## src/ccd_pkg.sv

```systemverilog
// Shared types, codes and constants of the character-cell draw engine.
// No dependencies; every other file of the block refers to this package.
package ccd_pkg;

   localparam int MAX_WIDTH_DEF  = 64;
   localparam int MAX_HEIGHT_DEF = 32;

   localparam int CMD_W  = 3;
   localparam int CHAR_W = 8;
   localparam int POS_W  = 8;    // clipped column or row index
   localparam int DIM_W  = 9;    // used width or height, up to 256
   localparam int CRD_W  = 10;   // signed coordinate with room for corner sums
   localparam int CSR_W  = 7;
   localparam int CSR_IDX_W = 1;

   localparam int QUEUE_DEPTH     = 2;
   localparam int MAX_OUTSTANDING = QUEUE_DEPTH + 2;

   localparam logic [CHAR_W-1:0] SPACE_CODE = 8'h20;

   localparam logic [6:0] SURFACE_WIDTH_RST  = 7'd64;
   localparam logic [5:0] SURFACE_HEIGHT_RST = 6'd32;

   localparam logic [CSR_IDX_W-1:0] CSR_SURFACE_WIDTH  = 1'b0;
   localparam logic [CSR_IDX_W-1:0] CSR_SURFACE_HEIGHT = 1'b1;

   localparam logic [CMD_W-1:0] CMD_SET      = 3'd0;
   localparam logic [CMD_W-1:0] CMD_GET      = 3'd1;
   localparam logic [CMD_W-1:0] CMD_RECT     = 3'd2;
   localparam logic [CMD_W-1:0] CMD_BORDER   = 3'd3;
   localparam logic [CMD_W-1:0] CMD_REPLACE  = 3'd4;
   localparam logic [CMD_W-1:0] CMD_FILL_ALL = 3'd5;

   typedef enum logic [2:0] {
      KIND_WRITE,
      KIND_BORDER,
      KIND_REPLACE,
      KIND_GET,
      KIND_NOP
   } kind_type;

   typedef enum logic [1:0] {
      ACT_NONE,
      ACT_WRITE,
      ACT_COND,
      ACT_READ
   } act_type;

   typedef enum logic [2:0] {
      ST_CLEAR,
      ST_IDLE,
      ST_BASE,
      ST_SCAN,
      ST_DRAIN,
      ST_RESP
   } state_type;

   // One classified command, clipped to the surface.
   typedef struct packed {
      kind_type                kind;
      logic                    empty;
      logic [POS_W-1:0]        c0;
      logic [POS_W-1:0]        c1;
      logic [POS_W-1:0]        r0;
      logic [POS_W-1:0]        r1;
      logic signed [CRD_W-1:0] edge_l;
      logic signed [CRD_W-1:0] edge_r;
      logic signed [CRD_W-1:0] edge_t;
      logic signed [CRD_W-1:0] edge_b;
      logic [CHAR_W-1:0]       char_a;
      logic [CHAR_W-1:0]       char_b;
      logic [DIM_W-1:0]        stride;
   } cmd_entry_type;

endpackage

```

## src/ccd_queue.sv

```systemverilog
// Short command queue between the front end and the drawing back end.
// Depends on ccd_pkg for the entry type and depth.
module ccd_queue (
   input  logic                   clock,
   input  logic                   reset,
   input  logic                   push,
   input  ccd_pkg::cmd_entry_type push_entry,
   output logic                   full,
   output logic                   not_empty,
   output ccd_pkg::cmd_entry_type head,
   input  logic                   pop
);

   localparam int DEPTH = ccd_pkg::QUEUE_DEPTH;
   localparam int PW    = (DEPTH > 1) ? $clog2(DEPTH) : 1;

   ccd_pkg::cmd_entry_type entry_ff [DEPTH];
   logic [PW-1:0]          wr_ptr_ff;
   logic [PW-1:0]          wr_ptr_in;
   logic [PW-1:0]          rd_ptr_ff;
   logic [PW-1:0]          rd_ptr_in;
   logic [PW:0]            count_ff;
   logic [PW:0]            count_in;
   logic                   do_push;
   logic                   do_pop;

   assign full      = (count_ff == (PW+1)'(DEPTH));
   assign not_empty = (count_ff != '0);
   assign head      = entry_ff[rd_ptr_ff];
   assign do_push   = push && !full;
   assign do_pop    = pop && not_empty;

   always_comb begin
      wr_ptr_in = wr_ptr_ff;
      rd_ptr_in = rd_ptr_ff;
      count_in  = count_ff;
      if (do_push) begin
         wr_ptr_in = (wr_ptr_ff == PW'(DEPTH-1)) ? '0 : wr_ptr_ff + PW'(1);
      end
      if (do_pop) begin
         rd_ptr_in = (rd_ptr_ff == PW'(DEPTH-1)) ? '0 : rd_ptr_ff + PW'(1);
      end
      if (do_push && !do_pop) begin
         count_in = count_ff + (PW+1)'(1);
      end else if (do_pop && !do_push) begin
         count_in = count_ff - (PW+1)'(1);
      end
   end

   always_ff @(posedge clock) begin
      if (reset) begin
         wr_ptr_ff <= '0;
         rd_ptr_ff <= '0;
         count_ff  <= '0;
      end else begin
         wr_ptr_ff <= wr_ptr_in;
         rd_ptr_ff <= rd_ptr_in;
         count_ff  <= count_in;
      end
   end

   always_ff @(posedge clock) begin
      if (do_push) begin
         entry_ff[wr_ptr_ff] <= push_entry;
      end
   end

endmodule

```

## config.mk

```make
export PLATFORM = sky130hd
export DESIGN_NAME = ccd_queue
export DESIGN_NICKNAME = d
export VERILOG_FILES = /design/src/ccd_pkg.sv /design/src/ccd_queue.sv
export SDC_FILE = /design/constraint.sdc
export NUM_CORES = 1
export LEC_CHECK = 0
export BUFFER_PORTS_ARGS = -buffer_cell sky130_fd_sc_hd__buf_2
export CAP_MARGIN = 20
export CORE_MARGIN = 5
export CORE_UTILIZATION = 45
export DETAILED_ROUTE_END_ITERATION = 10
export PLACE_DENSITY = 0.7
export SKIP_LAST_GASP = 1
export SLEW_MARGIN = 20
export SYNTH_ARGS = -nofsm -noshare
export SYNTH_HDL_FRONTEND = slang
export SYNTH_SLANG_ARGS = --single-unit
```

## constraint.sdc

```tcl
create_clock -name clock -period 4.35 [get_ports clock]
set_clock_uncertainty 0.1 [all_clocks]
set_input_delay 0.6525 -clock clock [delete_from_list [all_inputs] [get_ports clock]]
set_output_delay 0.6525 -clock clock [all_outputs]
set_load 0.1 [all_outputs]
```

* Word-level counts from Yosys, hierarchy flattened
Memory sizes are Yosys's and may differ from the RTL's. A register that Yosys moved wholly into a read port is not among the register bits.
Cells that the tools add are included.
** Storage, ports and cells
- Flip-flop bits (word level) :: 4
- Latch bits :: 0
- Memory bits (writable) :: 202
- Memory bits (read-only) :: 0
- Bits of input ports :: 105
- Output and inout bits :: 103
- Logic and storage cells :: 26
- Memories kept :: 1
** Operators by class
- Add/subtract/negate cells :: 4
- Multipliers :: 0
- Div/mod/pow operators :: 0
- $lt $le $gt $ge :: 0
- Eq/ne operators :: 1
- Shift-type cells :: 0
- Multiplexer cells :: 8
- Bitwise operators :: 0
- Reduce and logical (&&, ||, !) cells :: 9
** Memory list
- entry_ff :: depth 2, width 101, rd ports 1, clocked after memory_dff 1, wr ports 1, line ccd_queue.sv:17 : ccd_pkg::cmd_entry_type entry_ff [DEPTH];
** Operator list (number)
- 1-bit 2-to-1 mux :: 6
- 1-bit logical AND :: 4
- 2-bit 2-to-1 mux :: 2
- 2-bit nonzero test :: 2
- 1-bit logical NOT :: 3
- 1-bit adder (second input constant) :: 2
- 2-bit by 1-bit adder with 2-bit output (second input constant) :: 1
- 2-bit == test (second input constant) :: 1
- 2-bit by 1-bit subtractor with 2-bit output (second input constant) :: 1

* Longest topological paths before layout
- Depth in word-level cells :: 7
- Gate-level depth with buffers :: 6
- Gate-level depth less buffers :: 6

* Worst setup path before layout
No wires, ideal clock.
- Path type :: register -> register
- Start point :: register count_ff[1]
- End point :: memory entry_ff[1][0] in the netlist's numbering, enable pin
- Arrival :: 3.199 ns
- Required time :: 3.778 ns
- Setup slack :: 0.579 ns
- Cell stages (with the launch flop) :: 4
- Buffers on the path :: 0
- Cell sequence :: dfxtp_1 -> nor2b_2 -> nor2_1 -> and2_1
** On the way
- Cells in the longest elaborated chain, start to end :: 5
** RTL lines
- from (decl) :: line ccd_queue.sv:22 : logic [PW:0] count_ff;
- from (signal assigned) :: line ccd_queue.sv:58 : count_ff <= count_in;
- 2-bit == test :: line ccd_queue.sv:27 : assign full = (count_ff == (PW+1)'(DEPTH));
- named net full :: line ccd_queue.sv:8 : output logic full,
- 1-bit logical NOT :: line ccd_queue.sv:30 : assign do_push = push && !full;
- 1-bit logical AND :: line ccd_queue.sv:30
- 1-bit 2-to-1 mux :: line ccd_queue.sv:63 : if (do_push) begin
- 1-bit 2-to-1 mux (not written as such) :: line ccd_queue.sv:64 : entry_ff[wr_ptr_ff] <= push_entry;
- to (decl) :: line ccd_queue.sv:17
The timed path passes the listed nets, and every way through them passes these cells.

==> results by group <==
Outcome
  – Outcome: finished, final reports clean

Floorplan
  – Io pins: 208
  – Die width: 139 um
  – Initial Util: 45.6%
  – Die ar.: 0.0194 mm2
  – DIE HEIGHT: 139 um
  – Row count: 47
  – Core area: 0.0165 mm2

Detailed routing
  – DRT Pass-1 Iters: 5
  – Final ANT Viol Nets: 0
  – Initial DRC count: 176
  – DRC: 0
  – Vias per cell: 4.83
  – Vias: 3,843
  – Wirelength per Cell: 18.1 um
  – Post-detailed-routing wire length: 14.4 mm

GRT
  – Largest net degree at the start of global routing: 63
  – Vias in the first global route: 4,262
  – Antenna violations before repair: 2
  – Global Route Usage Sum: 14.2%
  – First-pass GRT wire length: 21.9 mm
  – Congestion Overflow GR: 0

Synth
  – Seq/Total Area, Yosys: 81.8%
  – Synth top area cells: edfxtp_1 (80%), mux2_2 (15%), buf_6 (1.3%), dfxtp_1 (1.3%), xor2_1 (0.35%)
  – Largest area contributor in the netlist: edfxtp_1
  – EDFF count, synth: 202
  – Most common cell in the netlist: edfxtp_1
  – Mapped Area: 0.00754 mm2
  – Post-Syn Instances: 339
  – FF+latch count, synth: 207
  – Post-synthesis async set-or-reset flop share: 0%
  – Warnings, synthesis: 0
  – Most used flip-flop cell after synthesis: edfxtp_1
  – Distinct cells, synth: 16
  – Yosys top cell area share: 80.5%
  – Avg Inst Size Synth: 22.2 um2
  – Mapped Nets: 445
  – Synth cell count leaders: edfxtp_1 (202), mux2_2 (101), buf_6 (9)

Worst setup path
  – R2R Setup Slk: 2130 ps
  – Crit path capture type: output pin
  – Kind of critical path: reg -> out
  – Crit path launch type: flip-flop
  – Worst Setup EP: head[81]
  – RR Endpoint: entry_ff[0][24]
  – Critical Path AT: 2370 ps
  – R2R depth: 4
  – Critical Path RT: 3600 ps
  – Reg-to-reg critical path startpoint: count_ff[0]
  – Crit path max fanout: 52

Layout
  – Synth-to-layout area growth: 25.5%
  – N_diodes: 0
  – Layout cell share with drive strength beyond 1: 59.9%
  – Number of nets in the layout: 668
  – Fillcell total: 1,264

CTS
  – CTS sink count: 207
  – H-tree depth: 1
  – Clock transition at the registers of the reported paths: 70 ps
  – CTS resizes: 0
  – Post-CTS setup buffer count: 0
  – CTS buffer count: 22
  – Post-CTS Hold Buffers: 0
  – Clock latency on the worst-skew pair: 480 ps
  – Max clock buf depth: 3
  – CTS tree: done
  – Root Buffer: clkbuf_16

Timing
  – Max-slew violations: 0
  – Final worst-path cycle share: 71.8%
  – Slew headroom: 50.7%
  – Fmax: 0.320 GHz
  – Minimum clock period: 3120 ps
  – Setup TNS: 0 ps
  – RSZ-0062 raised after global routing: false
  – Worst Max-Slew Pin Slew: 740 ps
  – Final Setup Violations: 0
  – Final hold violation count: 0

Place
  – Post-DP HPWL: 9.65 mm
  – Final RePlAce weighted congestion: 0.726
  – Port Buf Inserts: 207

Worst hold path
  – Worst Hold Class: in -> reg

Run
  – Max cap viols: 0
kinds of logic after synthesis:
family	Yosys count	share of synthesized area, %
AOI/OAI and AO/OA	5	0.332
buffers and inverters	13	1.61
and+or+nand+nor	9	0.647
adders and majority gates	1	0.166
muxes	101	15.1
DFF	207	81.8
xor gates and xnor gates	3	0.349
metal layers:
layer	global-route usage [%]	vias to the layer above	share of wire [%]
li1	-	1783	-
met1	15.2	1889	38
met2	26.5	137	53
met3	4.39	30	7.1
met4	4.38	4	2.2
met5	0	-	0.097
area by class of cell:
cell class | instances | area [um2] | share of cell area (%)
Multi-Input combinational cell | 119 | 1250 | 13.2
Timing Repair Buffer | 210 | 1100 | 11.6
Clock inverter | 6 | 35.0 | 0.370
Inverter | 2 | 10.0 | 0.106
Clock buffer | 32 | 619 | 6.55
Sequential cell | 207 | 6170 | 65.2
Tap cell | 220 | 275 | 2.91
worst max-delay path, stage by stage (launching register included):
cell and delay, ps:
dfxtp_4 790, buf_12 360, mux2_2 410, buf_2 300
per-stage QoR:
stage / util, % / instance area (um2) / hold WS [ps] / instances / setup WS, ps
global route: 57.2 / 9460 / 231 / 796 / 1090
floorplan: - / 7540 / 352 / 339 / 579
detailed placement: 53.3 / 8800 / 395 / 758 / 1660
global placement: 53.3 / 8800 / 376 / 758 / 1670
CTS: 57.2 / 9460 / 230 / 796 / 1120
finish: 57.2 / 9460 / 255 / 796 / 1230
worst min-delay path by stage:
stage / startpoint / to / slack [ps] / cells after the start
after floorplan: wr_ptr_ff / wr_ptr_ff / 350 / 2
after global placement: wr_ptr_ff / wr_ptr_ff / 380 / 2
after detailed placement: rd_ptr_ff / flip-flop / 400 / 2
after CTS: push_entry[77] / entry_ff[0][77] / 230 / 1
after global routing: push_entry[69] / entry_ff[0][69] / 230 / 1
final: push_entry[19] / entry_ff[1][19] / 260 / 1
cells in the final DEF, fill, tap and decap left out, drive strengths merged, types with 2 or more instances in the layout:
cell	count
a21oi	2
buf	210
clkbuf	32
clkinv	5
dfxtp	5
edfxtp	202
inv	2
mux2	101
nor2	4
o21ai	3
or3	2
xor2	3
registers in the layout (all words and copies together), names as in the netlist, named ones only:
register / count
rd_ptr_ff: 1
count_ff: 2
entry_ff: 202
wr_ptr_ff: 1
Power is left out: the tool's default activity adds up to more than one toggle a clock period on the data nets, which glitch-free logic cannot reach.
