`config.mk`:
```
export PLATFORM = sky130hd
export DESIGN_NAME = ccd_front
export DESIGN_NICKNAME = d
export VERILOG_FILES = /design/src/ccd_pkg.sv /design/src/ccd_front.sv
export SDC_FILE = /design/constraint.sdc
export NUM_CORES = 1
export LEC_CHECK = 0
export BUFFER_PORTS_ARGS = -buffer_cell sky130_fd_sc_hd__buf_2
export CORE_MARGIN = 10
export CORE_UTILIZATION = 50
export DETAILED_ROUTE_END_ITERATION = 6
export GPL_TIMING_DRIVEN = 0
export PLACE_DENSITY = 0.89
export SYNTH_ARGS = -nofsm -noshare
export SYNTH_HDL_FRONTEND = slang
export SYNTH_SLANG_ARGS = --single-unit
```
`constraint.sdc`:
```
create_clock -name vclk -period 10
set_input_delay 0.5 -clock vclk [all_inputs]
set_output_delay 0.5 -clock vclk [all_outputs]
set_load 0.005 [all_outputs]
```
`src/ccd_pkg.sv`:
```
// Shared types, codes and constants of the character-cell draw engine.
// No dependencies; every other file of the block refers to this package.
package ccd_pkg;

   localparam int MAX_WIDTH_DEF  = 64;
   localparam int MAX_HEIGHT_DEF = 32;

   localparam int CMD_W  = 3;
   localparam int CHAR_W = 8;
   localparam int POS_W  = 8;    // clipped column or row index
   localparam int DIM_W  = 9;    // used width or height, up to 256
   localparam int CRD_W  = 10;   // signed coordinate with room for corner sums
   localparam int CSR_W  = 7;
   localparam int CSR_IDX_W = 1;

   localparam int QUEUE_DEPTH     = 2;
   localparam int MAX_OUTSTANDING = QUEUE_DEPTH + 2;

   localparam logic [CHAR_W-1:0] SPACE_CODE = 8'h20;

   localparam logic [6:0] SURFACE_WIDTH_RST  = 7'd64;
   localparam logic [5:0] SURFACE_HEIGHT_RST = 6'd32;

   localparam logic [CSR_IDX_W-1:0] CSR_SURFACE_WIDTH  = 1'b0;
   localparam logic [CSR_IDX_W-1:0] CSR_SURFACE_HEIGHT = 1'b1;

   localparam logic [CMD_W-1:0] CMD_SET      = 3'd0;
   localparam logic [CMD_W-1:0] CMD_GET      = 3'd1;
   localparam logic [CMD_W-1:0] CMD_RECT     = 3'd2;
   localparam logic [CMD_W-1:0] CMD_BORDER   = 3'd3;
   localparam logic [CMD_W-1:0] CMD_REPLACE  = 3'd4;
   localparam logic [CMD_W-1:0] CMD_FILL_ALL = 3'd5;

   typedef enum logic [2:0] {
      KIND_WRITE,
      KIND_BORDER,
      KIND_REPLACE,
      KIND_GET,
      KIND_NOP
   } kind_type;

   typedef enum logic [1:0] {
      ACT_NONE,
      ACT_WRITE,
      ACT_COND,
      ACT_READ
   } act_type;

   typedef enum logic [2:0] {
      ST_CLEAR,
      ST_IDLE,
      ST_BASE,
      ST_SCAN,
      ST_DRAIN,
      ST_RESP
   } state_type;

   // One classified command, clipped to the surface.
   typedef struct packed {
      kind_type                kind;
      logic                    empty;
      logic [POS_W-1:0]        c0;
      logic [POS_W-1:0]        c1;
      logic [POS_W-1:0]        r0;
      logic [POS_W-1:0]        r1;
      logic signed [CRD_W-1:0] edge_l;
      logic signed [CRD_W-1:0] edge_r;
      logic signed [CRD_W-1:0] edge_t;
      logic signed [CRD_W-1:0] edge_b;
      logic [CHAR_W-1:0]       char_a;
      logic [CHAR_W-1:0]       char_b;
      logic [DIM_W-1:0]        stride;
   } cmd_entry_type;

endpackage

```
`src/ccd_front.sv`:
```
// Front end: accepts request items, clips them to the surface and classifies them.
// Depends on ccd_pkg.
module ccd_front #(
   parameter int MAX_WIDTH  = ccd_pkg::MAX_WIDTH_DEF,
   parameter int MAX_HEIGHT = ccd_pkg::MAX_HEIGHT_DEF
) (
   input  logic                      req_tvalid,
   output logic                      req_tready,
   input  logic [47:0]               req_tdata,
   input  logic [ccd_pkg::CMD_W-1:0] req_tuser,
   input  logic [6:0]                surface_width,
   input  logic [5:0]                surface_height,
   input  logic                      queue_full,
   input  logic                      clearing,
   output logic                      push,
   output ccd_pkg::cmd_entry_type    push_entry
);

   localparam int CW = ccd_pkg::CRD_W;
   localparam int DW = ccd_pkg::DIM_W;

   logic [7:0]           pos_x;
   logic [7:0]           pos_y;
   logic [6:0]           rect_width;
   logic [6:0]           rect_height;
   logic [7:0]           char_a;
   logic [7:0]           char_b;
   logic [DW-1:0]        used_w;
   logic [DW-1:0]        used_h;
   logic signed [CW-1:0] wm1;
   logic signed [CW-1:0] hm1;
   logic signed [CW-1:0] xs;
   logic signed [CW-1:0] ys;
   logic signed [CW-1:0] wv;
   logic signed [CW-1:0] hv;
   logic signed [CW-1:0] xl;
   logic signed [CW-1:0] xh;
   logic signed [CW-1:0] yl;
   logic signed [CW-1:0] yh;
   logic signed [CW-1:0] cl_x0;
   logic signed [CW-1:0] cl_x1;
   logic signed [CW-1:0] cl_y0;
   logic signed [CW-1:0] cl_y1;
   ccd_pkg::kind_type    kind;

   assign pos_x       = req_tdata[7:0];
   assign pos_y       = req_tdata[15:8];
   assign rect_width  = req_tdata[22:16];
   assign rect_height = req_tdata[29:23];
   assign char_a      = req_tdata[37:30];
   assign char_b      = req_tdata[45:38];

   assign used_w = ({2'b00, surface_width} < DW'(MAX_WIDTH)) ?
                   {2'b00, surface_width} : DW'(MAX_WIDTH);
   assign used_h = ({3'b000, surface_height} < DW'(MAX_HEIGHT)) ?
                   {3'b000, surface_height} : DW'(MAX_HEIGHT);

   // An empty surface makes the last index -1, which empties every clip window.
   assign wm1 = $signed({1'b0, used_w}) - CW'(1);
   assign hm1 = $signed({1'b0, used_h}) - CW'(1);

   assign xs = $signed({{(CW-8){pos_x[7]}}, pos_x});
   assign ys = $signed({{(CW-8){pos_y[7]}}, pos_y});
   assign wv = $signed({{(CW-7){1'b0}}, rect_width});
   assign hv = $signed({{(CW-7){1'b0}}, rect_height});

   always_comb begin
      kind = ccd_pkg::KIND_NOP;
      xl   = xs;
      xh   = xs;
      yl   = ys;
      yh   = ys;
      case (req_tuser)
         ccd_pkg::CMD_SET: begin
            kind = ccd_pkg::KIND_WRITE;
         end
         ccd_pkg::CMD_GET: begin
            kind = ccd_pkg::KIND_GET;
         end
         ccd_pkg::CMD_RECT: begin
            kind = ccd_pkg::KIND_WRITE;
            xh   = xs + wv - CW'(1);
            yh   = ys + hv - CW'(1);
         end
         ccd_pkg::CMD_BORDER: begin
            kind = ccd_pkg::KIND_BORDER;
            xh   = xs + wv;
            yh   = ys + hv;
         end
         ccd_pkg::CMD_REPLACE: begin
            kind = ccd_pkg::KIND_REPLACE;
            xl   = '0;
            xh   = wm1;
            yl   = '0;
            yh   = hm1;
         end
         ccd_pkg::CMD_FILL_ALL: begin
            kind = ccd_pkg::KIND_WRITE;
            xl   = '0;
            xh   = wm1;
            yl   = '0;
            yh   = hm1;
         end
         default: begin
            kind = ccd_pkg::KIND_NOP;
         end
      endcase
   end

   assign cl_x0 = (xl < 0)   ? '0  : xl;
   assign cl_x1 = (xh > wm1) ? wm1 : xh;
   assign cl_y0 = (yl < 0)   ? '0  : yl;
   assign cl_y1 = (yh > hm1) ? hm1 : yh;

   always_comb begin
      push_entry.kind   = kind;
      push_entry.empty  = (kind == ccd_pkg::KIND_NOP) || (cl_x1 < cl_x0) || (cl_y1 < cl_y0);
      push_entry.c0     = cl_x0[ccd_pkg::POS_W-1:0];
      push_entry.c1     = cl_x1[ccd_pkg::POS_W-1:0];
      push_entry.r0     = cl_y0[ccd_pkg::POS_W-1:0];
      push_entry.r1     = cl_y1[ccd_pkg::POS_W-1:0];
      push_entry.edge_l = xl;
      push_entry.edge_r = xh;
      push_entry.edge_t = yl;
      push_entry.edge_b = yh;
      push_entry.char_a = char_a;
      push_entry.char_b = char_b;
      push_entry.stride = used_w;
   end

   assign req_tready = !queue_full && !clearing;
   assign push       = req_tvalid && req_tready;

endmodule

```
# After elaboration in Yosys (flattened, before gate mapping)
# Cells that the tools add are included.
[totals]
register_bits = 0
input_bits = 67
output_inout_bits = 103
elab_cells = 40
[op_classes]
muxes = 11
add_sub_neg = 6
order_cmp = 8
n_reduce_logical = 9
eq_ne = 6
[ops]
columns = ["cell", "count"]
rows = [
  ["two-way mux 10 bit", 6],
  ["case mux 10 bit (3 select lines)", 2],
  ["< comparator 10 x 1 -> 1 bit (second input constant)", 2],
  ["< comparator 10 bit", 2],
  ["subtractor 10 x 2 -> 10 bit (second input constant)", 2],
  ["adder 8 x 8 -> 9 bit", 2],
  ["case mux 3 bit (4 select lines)", 1],
  ["greater-than comparator 10 x 7 -> 1 bit", 1],
  ["greater-than comparator 10 x 8 -> 1 bit", 1],
  ["== test 3 bit (second input constant)", 3],
  ["subtractor 7 x 1 -> 8 bit (second input constant)", 1],
  ["< comparator 7 bit (second input constant)", 1],
  ["two-way mux 7 bit", 1],
  ["subtractor 6 x 1 -> 7 bit (second input constant)", 1],
  ["== test 3 x 2 -> 1 bit (second input constant)", 2],
  ["< comparator 6 bit (second input constant)", 1],
  ["two-way mux 6 bit", 1],
  ["== test 3 x 1 -> 1 bit (second input constant)", 1],
  ["logical NOT 3 bit", 1],
  ["OR reduction 3 bit", 1],
  ["logical AND 1 bit", 2],
  ["logical NOT 1 bit", 2],
  ["logical OR 1 bit", 2],
  ["OR reduction 2 bit", 1],
]

# Depth between registers and ports, before layout
[depth]
depth_word = 9
mapped_depth = 28
mapped_depth_nobuf = 27

# Worst setup path after synthesis
# OpenSTA, ideal clock, no wires.
[synth_timing]
path_type = "input-to-output"
start = "input port req_tdata[8]"
end = "output port push_entry[97] in the netlist's numbering"
slack_ps = 4245
t_required_ps = 9500
stages = 24
arrival_time_ps = 5255
n_path_buf = 1
path_cell_list = "ha_1 > fa_1 > xnor2_1 > nand4_1 > o21bai_1 > or2_1 > xor2_1 > a211oi_1 > a21oi_1 > inv_1 > ha_1 > a21oi_1 > o21ai_0 > o41ai_4 > clkbuf_1 > mux2i_1 > ha_1 > a21oi_1 > nor2b_1 > o21ai_0 > nand2b_1 > a221oi_1 > a221oi_2 > o21ai_1"
[synth_lines]
columns = ["item", "line", "text"]
rows = [
  ["from (decl)", "ccd_front.sv:9", "input logic [47:0] req_tdata,"],
  ["to (decl)", "ccd_front.sv:16", "output ccd_pkg::cmd_entry_type push_entry"],
]

==> impl_metrics.tcl <==
set metrics [dict create \
    status "complete, no violations" \
    rows 29 \
    globalRouteOverflowTotal 0 \
    routed-via-count 4099 \
    pre_cts_ws_ns 3.24 \
    cts_resized 0 \
    drv_cap 0 \
    ant_nets 0 \
    crit_buf_inv 5 \
    dr.pass1.iters 5 \
    worst_slack_ns 3.19 \
    critPathSlowestCell "a2111oi_0" \
    final_cell_mix "buf_2, ha_1, nand2_1, nor2_1, inv_1" \
    cp-startpoint "req_tdata[0]" \
    startpoint_type "input pin" \
    nClkBuffers 0 \
    post-route-period-util_pct 68.1 \
    io_pins 170 \
    cts_hold_buffers 0 \
    path_class "in2out" \
    layout_commonest_cell "buf_2" \
    syn_area_um2 3290 \
    areaGrowthSynthToFinish_pct 25.7 \
    min_path_type "in2out" \
    leakagePower_uw 0.00221 \
    tightest_slew_ns 0.680 \
    cts_setup_buffers 0 \
    p_comb_share_pct 100.0 \
    irDropWorstVdd_uv 40.0 \
    end_kind "output port" \
    rsz0062_at_grt "no" \
    fin_area_um2 4140 \
    cp_max_fo 10 \
    finalCriticalPeriod_ns 6.81 \
    seqCellArea_um2 0 \
    dpl.hpwl_um 10300 \
    multi_input_area_um2 2900 \
    grt_use_total_pct 20.9 \
    p_seq_share_pct 0 \
    routabilityCongestion 0.944 \
    drive_gt1_share_pct 29.5 \
    post-route-drc-count 0 \
    slew_viol_final 0 \
    setup_viol 0 \
    p_clk_share_pct 0 \
    die_y_um 101 \
    finalWirelength_um 11800 \
    p_int_uw 139 \
    p_total_uw 316 \
    max_freq_mhz 147 \
    drtIter0Drc 344 \
    wl_per_cell_um 16.5 \
    holdWs_ns 1.17 \
    vias_per_cell 5.71 \
    die_x_um 101 \
    cellPowerDensity_nw_per_um2 76.4 \
    p_sw_uw 177 \
    dieArea_um2 10200 \
    final_nets 761 \
    fillers 625 \
    relSlewSlack_pct 54.2 \
    cp_data_required_time_ns 9.50 \
    core_um2 6390 \
    placed_area_um2 4140 \
    cp.depth 29 \
    sw_frac_of_total_pct 56.0 \
    cp_data_arrival_time_ns 6.31 \
    ys_types 66 \
    synth_area_per_cell_um2 6.72 \
    grt_pass1_wl_um 18500 \
    syn_inst 490 \
    finalSetupTns_ns 0 \
    finalHoldViolations 0 \
    grt_start_max_net_pins 11 \
    grt_pass1_vias 3817 \
    yosysWarnings 0 \
    initial_core_util_pct 51.6 \
    synth-seq-area-share_pct 0 \
    antenna_found_initial 1 \
    nFlopsAndLatches 0 \
    critPathCapture "push_entry[97]" \
    critPathTopFamily "compound AO/OA/AOI/OAI gates" \
    io_buffer_count 147 \
    max_stage_delay_ns 0.49 \
]
==> worst min path at each step <==
stage | startpoint | endpoint | slack (ns) | depth (start not counted)
global route | req_tdata[42] | push_entry[13] | 1.18 | 2
global placement | req_tdata[44] | push_entry[15] | 1.17 | 2
finish | req_tdata[34] | push_entry[21] | 1.17 | 2
detailed placement | req_tdata[38] | push_entry[9] | 1.17 | 2
CTS | req_tdata[38] | push_entry[9] | 1.17 | 2
floorplan | surface_width[6] | push_entry[5] | 1.03 | 1
==> routing by layer <==
metal | part of all wire, % | vias up | global-route usage [%]
met5 | 0 | - | 0
met4 | 1.7 | 0 | 2.68
met1 | 41 | 1816 | 27.2
li1 | - | 2035 | -
met2 | 46 | 223 | 35.5
met3 | 11 | 25 | 3.95
==> power by group through the flow <==
| stage | sequential, uW | combinational [uW] | clock (uW) |
|---|---|---|---|
| global route | 0 | 353 | 0.0000134 |
| detailed placement | 0 | 314 | 0 |
| floorplan | 0 | 210 | 0 |
| global placement | 0 | 306 | 0 |
| CTS | 0 | 315 | 0 |
| finish | 0 | 316 | 0.0000134 |
==> area by class of cell <==
class                           count  area share, %
Multi-Input combinational cell    412           70.1
Timing Repair Buffer              147           17.8
Buffer                             39           5.96
Inverter                           42           3.81
Tap cell                           77           2.33
Antenna cell                        1         0.0605
==> per-stage QoR <==
step                      util (%)  instances
final                         64.8        718
after global routing          64.8        718
after CTS                     64.8        717
after detailed placement      64.8        717
after global placement        64.8        717
after floorplan                  -        493
==> cell usage after synthesis (3+ instances only) <==
| cell type | instances | area (um^2) |
|---|---|---|
| mux2i_1 | 10 | 100 |
| or2_1 | 5 | 31.3 |
| nor3_1 | 9 | 45.0 |
| o21a_1 | 8 | 60.1 |
| nor4_1 | 4 | 25.0 |
| o21ai_0 | 25 | 125 |
| o211ai_1 | 7 | 52.6 |
| nor2_1 | 46 | 173 |
| nand2_1 | 48 | 180 |
| nand3_1 | 6 | 30.0 |
| clkbuf_1 | 8 | 30.0 |
| nor2b_1 | 28 | 175 |
| or3_1 | 6 | 37.5 |
| nand2b_1 | 9 | 56.3 |
| a21oi_1 | 27 | 135 |
| and2_1 | 6 | 37.5 |
| a31oi_1 | 5 | 31.3 |
| a211oi_1 | 10 | 75.1 |
| a221oi_2 | 3 | 45.0 |
| nand4_1 | 8 | 50.1 |
| xnor2_1 | 12 | 105 |
| o21ai_1 | 7 | 35.0 |
| inv_1 | 41 | 154 |
| ha_1 | 50 | 626 |
| mux2_2 | 4 | 45.0 |
| a21o_1 | 7 | 52.6 |
| buf_4 | 26 | 195 |
| xor2_1 | 10 | 87.6 |
| buf_1 | 3 | 11.3 |
| o31ai_1 | 7 | 52.6 |
==> logic make-up (layout without fill, tap and decap cells) <==
kind of cell               count (synthesis)  count (layout)  share of synthesized area (%)
and+or+nand+nor                          186             186                           28.2
AOI/OAI and AO/OA                        134             134                           29.0
buffers and inverters                     81             228                           12.3
adders and majority gates                 52              52                           20.2
xor gates and xnor gates                  22              22                           5.85
muxes                                     14              14                           4.41
other                                      1               5                          0.114
(Power assumes the default switching activity.)
